### src/sv/bfas_pkg.sv
// Package of the brute-force assignment solver: port widths, defaults and control structs.
// Has no dependencies; used by the top level, bfas_perm_unit and bfas_acc_unit.
`default_nettype none

package bfas_pkg;

  localparam int MAX_SIZE_DEF  = 8;
  localparam int COST_BITS_DEF = 16;

  localparam int IDX_PORT_W  = 3;
  localparam int COST_PORT_W = 16;
  localparam int TOTAL_W     = 19;
  localparam int COUNT_W     = 16;
  localparam int SIZE_CFG_W  = 4;

  localparam logic [SIZE_CFG_W-1:0] SIZE_RESET = 4'd8;

  typedef struct packed {
    logic init;
    logic advance;
  } perm_ctrl_t;

  typedef struct packed {
    logic clear;
    logic add;
    logic commit;
    logic first;
  } acc_ctrl_t;

  function automatic int factorial(input int n);
    int f;
    f = 1;
    for (int i = 2; i <= n; i++) begin
      f = f * i;
    end
    return f;
  endfunction

endpackage

`default_nettype wire

### src/sv/bfas_cost_ram.sv
// Cost matrix store of the brute-force assignment solver: one write port, one registered read.
// No package dependency.
`default_nettype none

module bfas_cost_ram #(
  parameter int DEPTH  = 64,
  parameter int ADDR_W = 6,
  parameter int DATA_W = 16
) (
  input  wire logic              clk,
  input  wire logic              we,
  input  wire logic [ADDR_W-1:0] wr_addr,
  input  wire logic [DATA_W-1:0] wr_data,
  input  wire logic              rd_en,
  input  wire logic [ADDR_W-1:0] rd_addr,
  output logic      [DATA_W-1:0] rd_data
);

  logic [DATA_W-1:0] mem [DEPTH];

  always_ff @(posedge clk) begin
    if (we) begin
      mem[wr_addr] <= wr_data;
    end
  end

  always_ff @(posedge clk) begin
    if (rd_en) begin
      rd_data <= mem[rd_addr];
    end
  end

endmodule

`default_nettype wire

### src/sv/bfas_perm_unit.sv
// Permutation register with a next-permutation step in lexicographic order.
// Depends on bfas_pkg for the control struct.
`default_nettype none

module bfas_perm_unit #(
  parameter int MAX_SIZE = 8,
  parameter int IDX_W    = 3,
  parameter int SIZE_W   = 4
) (
  input  wire logic                               clk,
  input  wire logic                               rst,
  input  wire bfas_pkg::perm_ctrl_t               ctrl,
  input  wire logic [SIZE_W-1:0]                  n,
  output logic      [MAX_SIZE-1:0][IDX_W-1:0]     perm,
  output logic                                    has_next
);

  logic [MAX_SIZE-2:0]              asc;
  logic [IDX_W-1:0]                 pivot;
  logic [IDX_W-1:0]                 swap_j;
  logic [IDX_W-1:0]                 piv_val;
  logic [MAX_SIZE-1:0][IDX_W-1:0]   perm_next;

  // The pivot is the rightmost place inside the active length that rises.
  always_comb begin
    pivot = '0;
    for (int k = 0; k < MAX_SIZE - 1; k++) begin
      asc[k] = (k + 1 < int'(n)) && (perm[k] < perm[k+1]);
      if (asc[k]) begin
        pivot = IDX_W'(k);
      end
    end
    has_next = |asc;
  end

  assign piv_val = perm[pivot];

  // The suffix after the pivot falls, so the rightmost larger entry is the successor.
  always_comb begin
    swap_j = pivot;
    for (int m = 0; m < MAX_SIZE; m++) begin
      if ((m < int'(n)) && (m > int'(pivot)) && (perm[m] > piv_val)) begin
        swap_j = IDX_W'(m);
      end
    end
  end

  // Swap pivot and successor, then reverse the suffix, all in one step.
  always_comb begin
    int src;
    for (int k = 0; k < MAX_SIZE; k++) begin
      src = int'(n) + int'(pivot) - k;
      if ((k > int'(pivot)) && (k < int'(n))) begin
        if (IDX_W'(src) == swap_j) begin
          perm_next[k] = piv_val;
        end else begin
          perm_next[k] = perm[IDX_W'(src)];
        end
      end else if (k == int'(pivot)) begin
        perm_next[k] = perm[swap_j];
      end else begin
        perm_next[k] = perm[k];
      end
    end
  end

  always_ff @(posedge clk) begin
    if (rst || ctrl.init) begin
      for (int k = 0; k < MAX_SIZE; k++) begin
        perm[k] <= IDX_W'(k);
      end
    end else if (ctrl.advance && has_next) begin
      perm <= perm_next;
    end
  end

endmodule

`default_nettype wire

### src/sv/bfas_acc_unit.sv
// Shared adder and comparator: sums one permutation's costs and keeps the best total.
// Depends on bfas_pkg for the control struct.
`default_nettype none

module bfas_acc_unit #(
  parameter int COST_BITS = 16,
  parameter int SUM_W     = 19
) (
  input  wire logic                   clk,
  input  wire logic                   rst,
  input  wire bfas_pkg::acc_ctrl_t    ctrl,
  input  wire logic [COST_BITS-1:0]   rd_data,
  output logic      [SUM_W-1:0]       best_total,
  output logic                        take
);

  logic [SUM_W-1:0] total;

  // Ties keep the earlier permutation; the first one is always taken.
  assign take = ctrl.commit && (ctrl.first || (total < best_total));

  always_ff @(posedge clk) begin
    if (ctrl.clear) begin
      total <= '0;
    end else if (ctrl.add) begin
      total <= total + SUM_W'(rd_data);
    end
  end

  always_ff @(posedge clk) begin
    if (rst) begin
      best_total <= '1;
    end else if (take) begin
      best_total <= total;
    end
  end

endmodule

`default_nettype wire

### src/sv/brute_force_assignment_solver.sv
// Top level of the brute-force assignment solver; instantiates bfas_cost_ram,
// bfas_perm_unit and bfas_acc_unit, and uses bfas_pkg for widths and control structs.
`default_nettype none

// The solver takes a cost matrix one entry per input word (row = person, col = job)
// and accepts one such word every cycle while it is loading. Entries whose row or
// column lies at or beyond MAX_SIZE are dropped. The word flagged with last is stored
// like any other and then starts an exhaustive search over all n! job orders, where n
// is problem_size clamped to the range one to MAX_SIZE. Every cost of the active
// n-by-n square must have been written before the search starts. The search reads one
// cost entry per cycle through the single read port of the cost store into one shared
// adder, so each permutation spends its n reads in the read state, then passes a tally
// state that finishes the sum and a next state that compares, updates the best and
// steps to the next permutation. The input is stalled from the last word until every
// result has gone. Afterwards n result words leave in person order, at most one per
// cycle, each carrying the person, the job given to that person, the lowest total (the
// earliest permutation in lexicographic order wins a tie) and the number of
// permutations tried; last_res marks the final person. problem_size is written through
// problem_size_we and may only change while the block is loading.

module brute_force_assignment_solver #(
  parameter int MAX_SIZE  = bfas_pkg::MAX_SIZE_DEF,
  parameter int COST_BITS = bfas_pkg::COST_BITS_DEF
) (
  input  wire logic                                 clk,
  input  wire logic                                 rst,
  input  wire logic                                 problem_size_we,
  input  wire logic [bfas_pkg::SIZE_CFG_W-1:0]      problem_size,
  input  wire logic                                 in_valid,
  output logic                                      in_stall,
  input  wire logic [bfas_pkg::IDX_PORT_W-1:0]      row,
  input  wire logic [bfas_pkg::IDX_PORT_W-1:0]      col,
  input  wire logic [bfas_pkg::COST_PORT_W-1:0]     cost,
  input  wire logic                                 last,
  output logic                                      out_valid,
  input  wire logic                                 out_stall,
  output logic [bfas_pkg::IDX_PORT_W-1:0]           person,
  output logic [bfas_pkg::IDX_PORT_W-1:0]           job,
  output logic [bfas_pkg::TOTAL_W-1:0]              min_total,
  output logic [bfas_pkg::COUNT_W-1:0]              perm_count,
  output logic                                      last_res
);

  localparam int IDX_W    = $clog2(MAX_SIZE);
  localparam int SIZE_W   = $clog2(MAX_SIZE + 1);
  localparam int DEPTH    = MAX_SIZE * MAX_SIZE;
  localparam int ADDR_W   = $clog2(DEPTH);
  localparam int SUM_W    = COST_BITS + $clog2(MAX_SIZE);
  localparam int CNT_W    = $clog2(bfas_pkg::factorial(MAX_SIZE) + 1);
  localparam int PORT_W   = bfas_pkg::IDX_PORT_W;
  localparam int TOTAL_W  = bfas_pkg::TOTAL_W;
  localparam int COUNT_W  = bfas_pkg::COUNT_W;

  typedef enum logic [4:0] {
    ST_LOAD  = 5'b00001,
    ST_READ  = 5'b00010,
    ST_TALLY = 5'b00100,
    ST_NEXT  = 5'b01000,
    ST_EMIT  = 5'b10000
  } state_t;

  state_t                          state;
  state_t                          state_next;
  logic [bfas_pkg::SIZE_CFG_W-1:0] size_cfg;
  logic [SIZE_W-1:0]               n;
  logic [SIZE_W-1:0]               n_eff;
  logic [IDX_W-1:0]                k;
  logic                            rd_valid;
  logic [CNT_W-1:0]                perm_counter;
  logic [MAX_SIZE-1:0][IDX_W-1:0]  best_perm;
  logic [IDX_W-1:0]                emit_idx;

  logic                            in_take;
  logic                            start;
  logic                            entry_ok;
  logic                            wr_en;
  logic [ADDR_W-1:0]               wr_addr;
  logic                            rd_en;
  logic [ADDR_W-1:0]               rd_addr;
  logic [COST_BITS-1:0]            rd_data;
  logic                            read_done;
  logic                            emit_done;

  bfas_pkg::perm_ctrl_t            perm_ctrl;
  bfas_pkg::acc_ctrl_t             acc_ctrl;
  logic [MAX_SIZE-1:0][IDX_W-1:0]  perm;
  logic                            has_next;
  logic [SUM_W-1:0]                best_total;
  logic                            take;

  // Configuration register; the user must write it only while the block is idle, as the block does not enforce this.
  always_ff @(posedge clk) begin
    if (rst) begin
      size_cfg <= bfas_pkg::SIZE_RESET;
    end else if (problem_size_we) begin
      size_cfg <= problem_size;
    end
  end

  // A size of zero counts as one, and anything above MAX_SIZE as MAX_SIZE.
  always_comb begin
    if (size_cfg == '0) begin
      n_eff = SIZE_W'(1);
    end else if (int'(size_cfg) > MAX_SIZE) begin
      n_eff = SIZE_W'(MAX_SIZE);
    end else begin
      n_eff = SIZE_W'(size_cfg);
    end
  end

  // Loading side: words are taken only while the sequencer waits in the load state.
  assign in_stall = (state != ST_LOAD);
  assign in_take  = in_valid && !in_stall;
  assign start    = in_take && last;
  assign entry_ok = (int'(row) < MAX_SIZE) && (int'(col) < MAX_SIZE);
  assign wr_en    = in_take && entry_ok;
  assign wr_addr  = ADDR_W'(row) * ADDR_W'(MAX_SIZE) + ADDR_W'(col);

  // Search side: person k of the current permutation costs entry (k, perm[k]).
  assign rd_en     = (state == ST_READ);
  assign rd_addr   = ADDR_W'(k) * ADDR_W'(MAX_SIZE) + ADDR_W'(perm[k]);
  assign read_done = (SIZE_W'(k) == n - SIZE_W'(1));
  assign emit_done = (SIZE_W'(emit_idx) == n - SIZE_W'(1));

  bfas_cost_ram #(
    .DEPTH  (DEPTH),
    .ADDR_W (ADDR_W),
    .DATA_W (COST_BITS)
  ) u_cost_ram (
    .clk     (clk),
    .we      (wr_en),
    .wr_addr (wr_addr),
    .wr_data (COST_BITS'(cost)),
    .rd_en   (rd_en),
    .rd_addr (rd_addr),
    .rd_data (rd_data)
  );

  // The permutation starts at the identity with every search and steps once the
  // current one has been compared.
  assign perm_ctrl.init    = start;
  assign perm_ctrl.advance = (state == ST_NEXT);

  bfas_perm_unit #(
    .MAX_SIZE (MAX_SIZE),
    .IDX_W    (IDX_W),
    .SIZE_W   (SIZE_W)
  ) u_perm_unit (
    .clk      (clk),
    .rst      (rst),
    .ctrl     (perm_ctrl),
    .n        (n),
    .perm     (perm),
    .has_next (has_next)
  );

  // Read data is registered and arrives in the cycle after its address, hence the delayed add.
  assign acc_ctrl.clear  = start || (state == ST_NEXT);
  assign acc_ctrl.add    = rd_valid;
  assign acc_ctrl.commit = (state == ST_NEXT);
  assign acc_ctrl.first  = (perm_counter == '0);

  bfas_acc_unit #(
    .COST_BITS (COST_BITS),
    .SUM_W     (SUM_W)
  ) u_acc_unit (
    .clk        (clk),
    .rst        (rst),
    .ctrl       (acc_ctrl),
    .rd_data    (rd_data),
    .best_total (best_total),
    .take       (take)
  );

  always_comb begin
    state_next = state;
    case (state)
      ST_LOAD: begin
        if (start) begin
          state_next = ST_READ;
        end
      end
      ST_READ: begin
        if (read_done) begin
          state_next = ST_TALLY;
        end
      end
      ST_TALLY: begin
        state_next = ST_NEXT;
      end
      ST_NEXT: begin
        state_next = has_next ? ST_READ : ST_EMIT;
      end
      ST_EMIT: begin
        if (!out_stall && emit_done) begin
          state_next = ST_LOAD;
        end
      end
      default: begin
        state_next = ST_LOAD;
      end
    endcase
  end

  always_ff @(posedge clk) begin
    if (rst) begin
      state        <= ST_LOAD;
      rd_valid     <= 1'b0;
      k            <= '0;
      n            <= SIZE_W'(MAX_SIZE);
      perm_counter <= '0;
      emit_idx     <= '0;
      out_valid    <= 1'b0;
    end else begin
      state    <= state_next;
      rd_valid <= rd_en;
      if (start) begin
        n            <= n_eff;
        k            <= '0;
        perm_counter <= '0;
      end
      if (state == ST_READ) begin
        k <= read_done ? '0 : k + IDX_W'(1);
      end
      if (state == ST_NEXT) begin
        perm_counter <= perm_counter + CNT_W'(1);
        if (!has_next) begin
          out_valid <= 1'b1;
          emit_idx  <= '0;
        end
      end
      if ((state == ST_EMIT) && out_valid && !out_stall) begin
        if (emit_done) begin
          out_valid <= 1'b0;
        end else begin
          emit_idx <= emit_idx + IDX_W'(1);
        end
      end
    end
  end

  // The best order is copied whole when a permutation is taken: the first one, or one that beats the one held.
  always_ff @(posedge clk) begin
    if (take) begin
      best_perm <= perm;
    end
  end

  assign person     = PORT_W'(emit_idx);
  assign job        = PORT_W'(best_perm[emit_idx]);
  assign min_total  = TOTAL_W'(best_total);
  assign perm_count = COUNT_W'(perm_counter);
  assign last_res   = emit_done;

endmodule

`default_nettype wire

### config.mk
export PLATFORM = sky130hd
export DESIGN_NAME = brute_force_assignment_solver
export DESIGN_NICKNAME = d
export VERILOG_FILES = /design/src/sv/bfas_pkg.sv /design/src/sv/bfas_cost_ram.sv /design/src/sv/bfas_perm_unit.sv /design/src/sv/bfas_acc_unit.sv /design/src/sv/brute_force_assignment_solver.sv
export SDC_FILE = /design/constraint.sdc
export NUM_CORES = 2
export LEC_CHECK = 0
export ABC_AREA = 1
export BUFFER_PORTS_ARGS = -buffer_cell sky130_fd_sc_hd__buf_2
export CORE_MARGIN = 1.5
export CORE_UTILIZATION = 57
export DETAILED_ROUTE_END_ITERATION = 12
export GPL_TIMING_DRIVEN = 0
export HOLD_SLACK_MARGIN = 0.08
export PLACE_DENSITY = 0.76
export SETUP_SLACK_MARGIN = 0.5
export SLEW_MARGIN = 40
export SYNTH_ARGS = -nofsm -noshare
export SYNTH_HDL_FRONTEND = slang
export SYNTH_SLANG_ARGS = --single-unit
### constraint.sdc
create_clock -name clk -period 4.5 [get_ports clk]
set_clock_uncertainty 0.05 [all_clocks]
set_input_delay 0.9 -clock clk [delete_from_list [all_inputs] [get_ports clk]]
set_output_delay 0.9 -clock clk [all_outputs]
set_load 0.01 [all_outputs]
==> impl_metrics.csv <==
group,metric,value,unit
layout,layoutNonFillerInstCount,5827,
detailed_routing,firstDrtPassIters,9,
cts,cts_buffers,111,
sta,setup_slack,-0.0155,ns
cts,root_buffer,"clkbuf_16",
global_routing,grt_pass1_wl,260,mm
cts,cts_tree,"yes",
pwr,ir_drop,431,uV
yosys,synth-compound-area-share,14.8,%
yosys,synth_area_leaders,"edfxtp_1, o21ai_0, nor2_1, dfxtp_1, nand2_1",
cts,h-tree-depth,3,
critical_path,crit_arrival,5.04,ns
yosys,yosys_warnings,0,
hold_path,min_to,"size_cfg[3]",
floorplanning,die-area,89000,sq um
critical_path,rr_worst_depth,31,
sta,drv_slew,0,
sta,tightest_slew,1.09,ns
global_routing,gr-total-overflow,0,
global_routing,grt_use_total,41.0,%
hold_path,holdPathStages,3,
layout,area_delta_synth_final,18.2,%
yosys,synth-simple-area-share,10.7,%
sta,fin_crit_sh,100,%
layout,final_cell_mix,"edfxtp_1, o21ai_0, nor2_1",
floorplanning,die_h,298,um
layout,regArea,34000,sq um
yosys,synthAdderAreaFrac,2.12,%
critical_path,max_stage_delay,0.68,ns
yosys,synth-edff-count,1064,
critical_path,end_kind,"flop",
yosys,synth_area_leader_cell,"edfxtp_1",
yosys,synth.mux.area_fraction,0,%
cts,cts_max_path_buffers,3,
critical_path,r2r_slack,-0.02,ns
hold_path,min-delay-start,"problem_size[3]",
critical_path,cp.required,5.02,ns
yosys,synth_area,49700,sq um
critical_path,critPathMostFrequentCell,"nand2_1",
floorplanning,fp-row-count,108,
yosys,synth_cell_type_count,58,
yosys,synthXorXnorAreaFrac,0.438,%
yosys,synth_ff_type,"edfxtp_1",
yosys,synth_top_cell_area_share,64.2,%
layout,fill_cells,5843,
global_routing,grt_pass1_vias,37500,
critical_path,r2r-start,"u_perm_unit.perm[9]",
sta,fmax,221,MHz
layout,nets,4688,
pwr,cellLeakagePower,19.9,nW
yosys,synthesis.nets,4359,
detailed_routing,num_vias,40600,
floorplanning,fp.coreArea,86600,sq um
placement,place_inst,5545,
critical_path,critPathSlowestCell,"dfxtp_1",
yosys,ys_ff_latch,1163,
placement,gp_congestion,1.06,
sta,finalSetupTns,-0.0155,ns
floorplanning,die_w,298,um
run_status,outcome,"finished with violations",
yosys,seq_area_frac_synth,68.2,%
pwr,powerDensity,437,nW/um^2
placement,port_buffers,74,
layout,layout_commonest_cell,"edfxtp_1",
yosys,synth_cells,4244,
detailed_routing,vias_per_cell,6.96,
detailed_routing,drtIter0Drc,7885,
sta,setup_violations,1,
sta,hold_viol,0,
detailed_routing,ant_nets,0,
yosys,async_flop_share,0,%
hold_path,hold_class,"in2reg",
floorplanning,io_pins,76,
pwr,total_power,25.7,mW
global_routing,antenna_found_initial,5,
placement,dpl_cell_area,53700,sq um
critical_path,critPathKind,"reg2reg",
detailed_routing,routedWlPerCell,32.1,um
critical_path,setup.worst_path.start,"u_perm_unit.perm[9]",
cts,cts_hold_buf,0,
run_status,violations,"negative setup slack",
sta,finalHoldWorstSlack,0.407,ns
sta,maxSlewHeadroom,27.1,%
layout,multi_input_area,15300,sq um
placement,dp_hpwl,123,mm
sta,rsz0062_at_grt,"true",
yosys,synth.avg_cell_area,11.7,sq um
cts,clkTransAtPathRegs,0.06,ns
critical_path,start_kind,"flop",
global_routing,grt_max_degree,65,
layout,design_area,58800,sq um
detailed_routing,routed_wl,187,mm
critical_path,critPathMaxFanout,8,
yosys,synth_top_family_by_area,"compound AO/OA/AOI/OAI gates",
sta,layout_min_cycle_time,4.52,ns
cts,cts.sinks,1163,
floorplanning,start_util,57.4,%
run,drv_cap,0,
cts,clock_latency,0.73,ns
detailed_routing,drc_errors,0,
critical_path,reg2reg_to,"u_perm_unit.perm[20]",
layout,drive_gt1_share,16.1,%
[final cells by class]
class                   instances  area share (%)
flip-flops and latches       1163            57.8
multi-input cells            2610            26.0
clock buffers                 139            4.98
repair buffers                215            4.34
well taps                    1155            2.46
plain buffers                 262            1.96
inverters                     209            1.43
clock inverters                70            1.03
repair inverters                1          0.0128
diodes                          3          0.0128
[routing by layer]
metal	track usage [%]	routed length (um)	vias up
li1	-	-	16400
met1	51.4	60800	19000
met2	58.7	77100	4073
met3	17.8	33200	1052
met4	25.4	16000	10
met5	0.899	177	-
[worst max-delay path: cells and delay by family (launching register included)]
kind                     cells  cell delay [ns]
flip-flops                   1             0.68
adder cells (fa/ha/maj)      1             0.28
AO/OA/AOI/OAI                6             0.88
buffers and inverters        5             0.59
AND/OR/NAND/NOR             19             1.89
[flip-flops by register name, summed over array words and instances (netlist names)]
| signal | cells |
|---|---|
| k | 3 |
| state | 5 |
| u_acc_unit.total | 19 |
| u_acc_unit.best_total | 19 |
| rd_valid | 1 |
| out_valid | 1 |
| u_cost_ram.rd_data | 16 |
| size_cfg | 4 |
| u_cost_ram.mem | 1024 |
| n | 4 |
| u_perm_unit.perm | 24 |
| best_perm | 24 |
| perm_count | 16 |
| person | 3 |
[repair_timing]
item                                    in CTS  in global routing
setup buffers                               49                 19
resized for setup                          117                168
pin swaps                                   41                 40
endpoints found under the setup margin      40                 40
cloned                                       2                  0
[synthesized netlist by cell type, types with 12 or more instances]
library cell  count
a21oi_1         107
buf_1            14
buf_2            34
clkbuf_1        209
dfxtp_1          99
edfxtp_1       1064
ha_1             81
inv_1           190
inv_2            16
nand2_1         311
nand2_2          20
nand3_1         184
nand3_2          12
nand4_1          14
nor2_1          680
nor3_1           13
o211ai_1        142
o21ai_0         663
o21ai_1          12
o221ai_1        130
o22ai_1         143
xor2_1           20
[worst max path at each step]
stage,end,slack [ns],depth (start not counted)
global route,u_perm_unit.perm[20],-0.10,30
floorplan,u_perm_unit.perm[14],0.51,30
global placement,u_perm_unit.perm[16],-1.03,31
detailed placement,u_perm_unit.perm[16],-1.10,31
finish,u_perm_unit.perm[20],-0.02,31
CTS,u_perm_unit.perm[14],0.16,31
[through the flow]
| stage | util (%) | setup slack [ns] |
|---|---|---|
| after global placement | 59.6 | -1.03 |
| final | 67.9 | -0.0155 |
| after floorplan | - | 0.508 |
| after detailed placement | 62.0 | -1.10 |
| after global routing | 67.9 | -0.100 |
| after CTS | 67.1 | 0.164 |
[power breakdown]
part           leakage (nW)  total (mW)  switching (mW)  internal (mW)
clock network          1.72        9.30            4.18           5.12
registers              10.4        12.0          0.0887           11.9
logic                  7.78        4.36            3.12           1.23
[logic make-up after synthesis]
kind of cell	count (synthesis)
flip-flops	1163
buffers and inverters	471
AO/OA/AOI/OAI	1240
adder cells (fa/ha/maj)	83
AND/OR/NAND/NOR	1263
XOR/XNOR	24
Note: power is estimated with default switching activity, not from simulation.
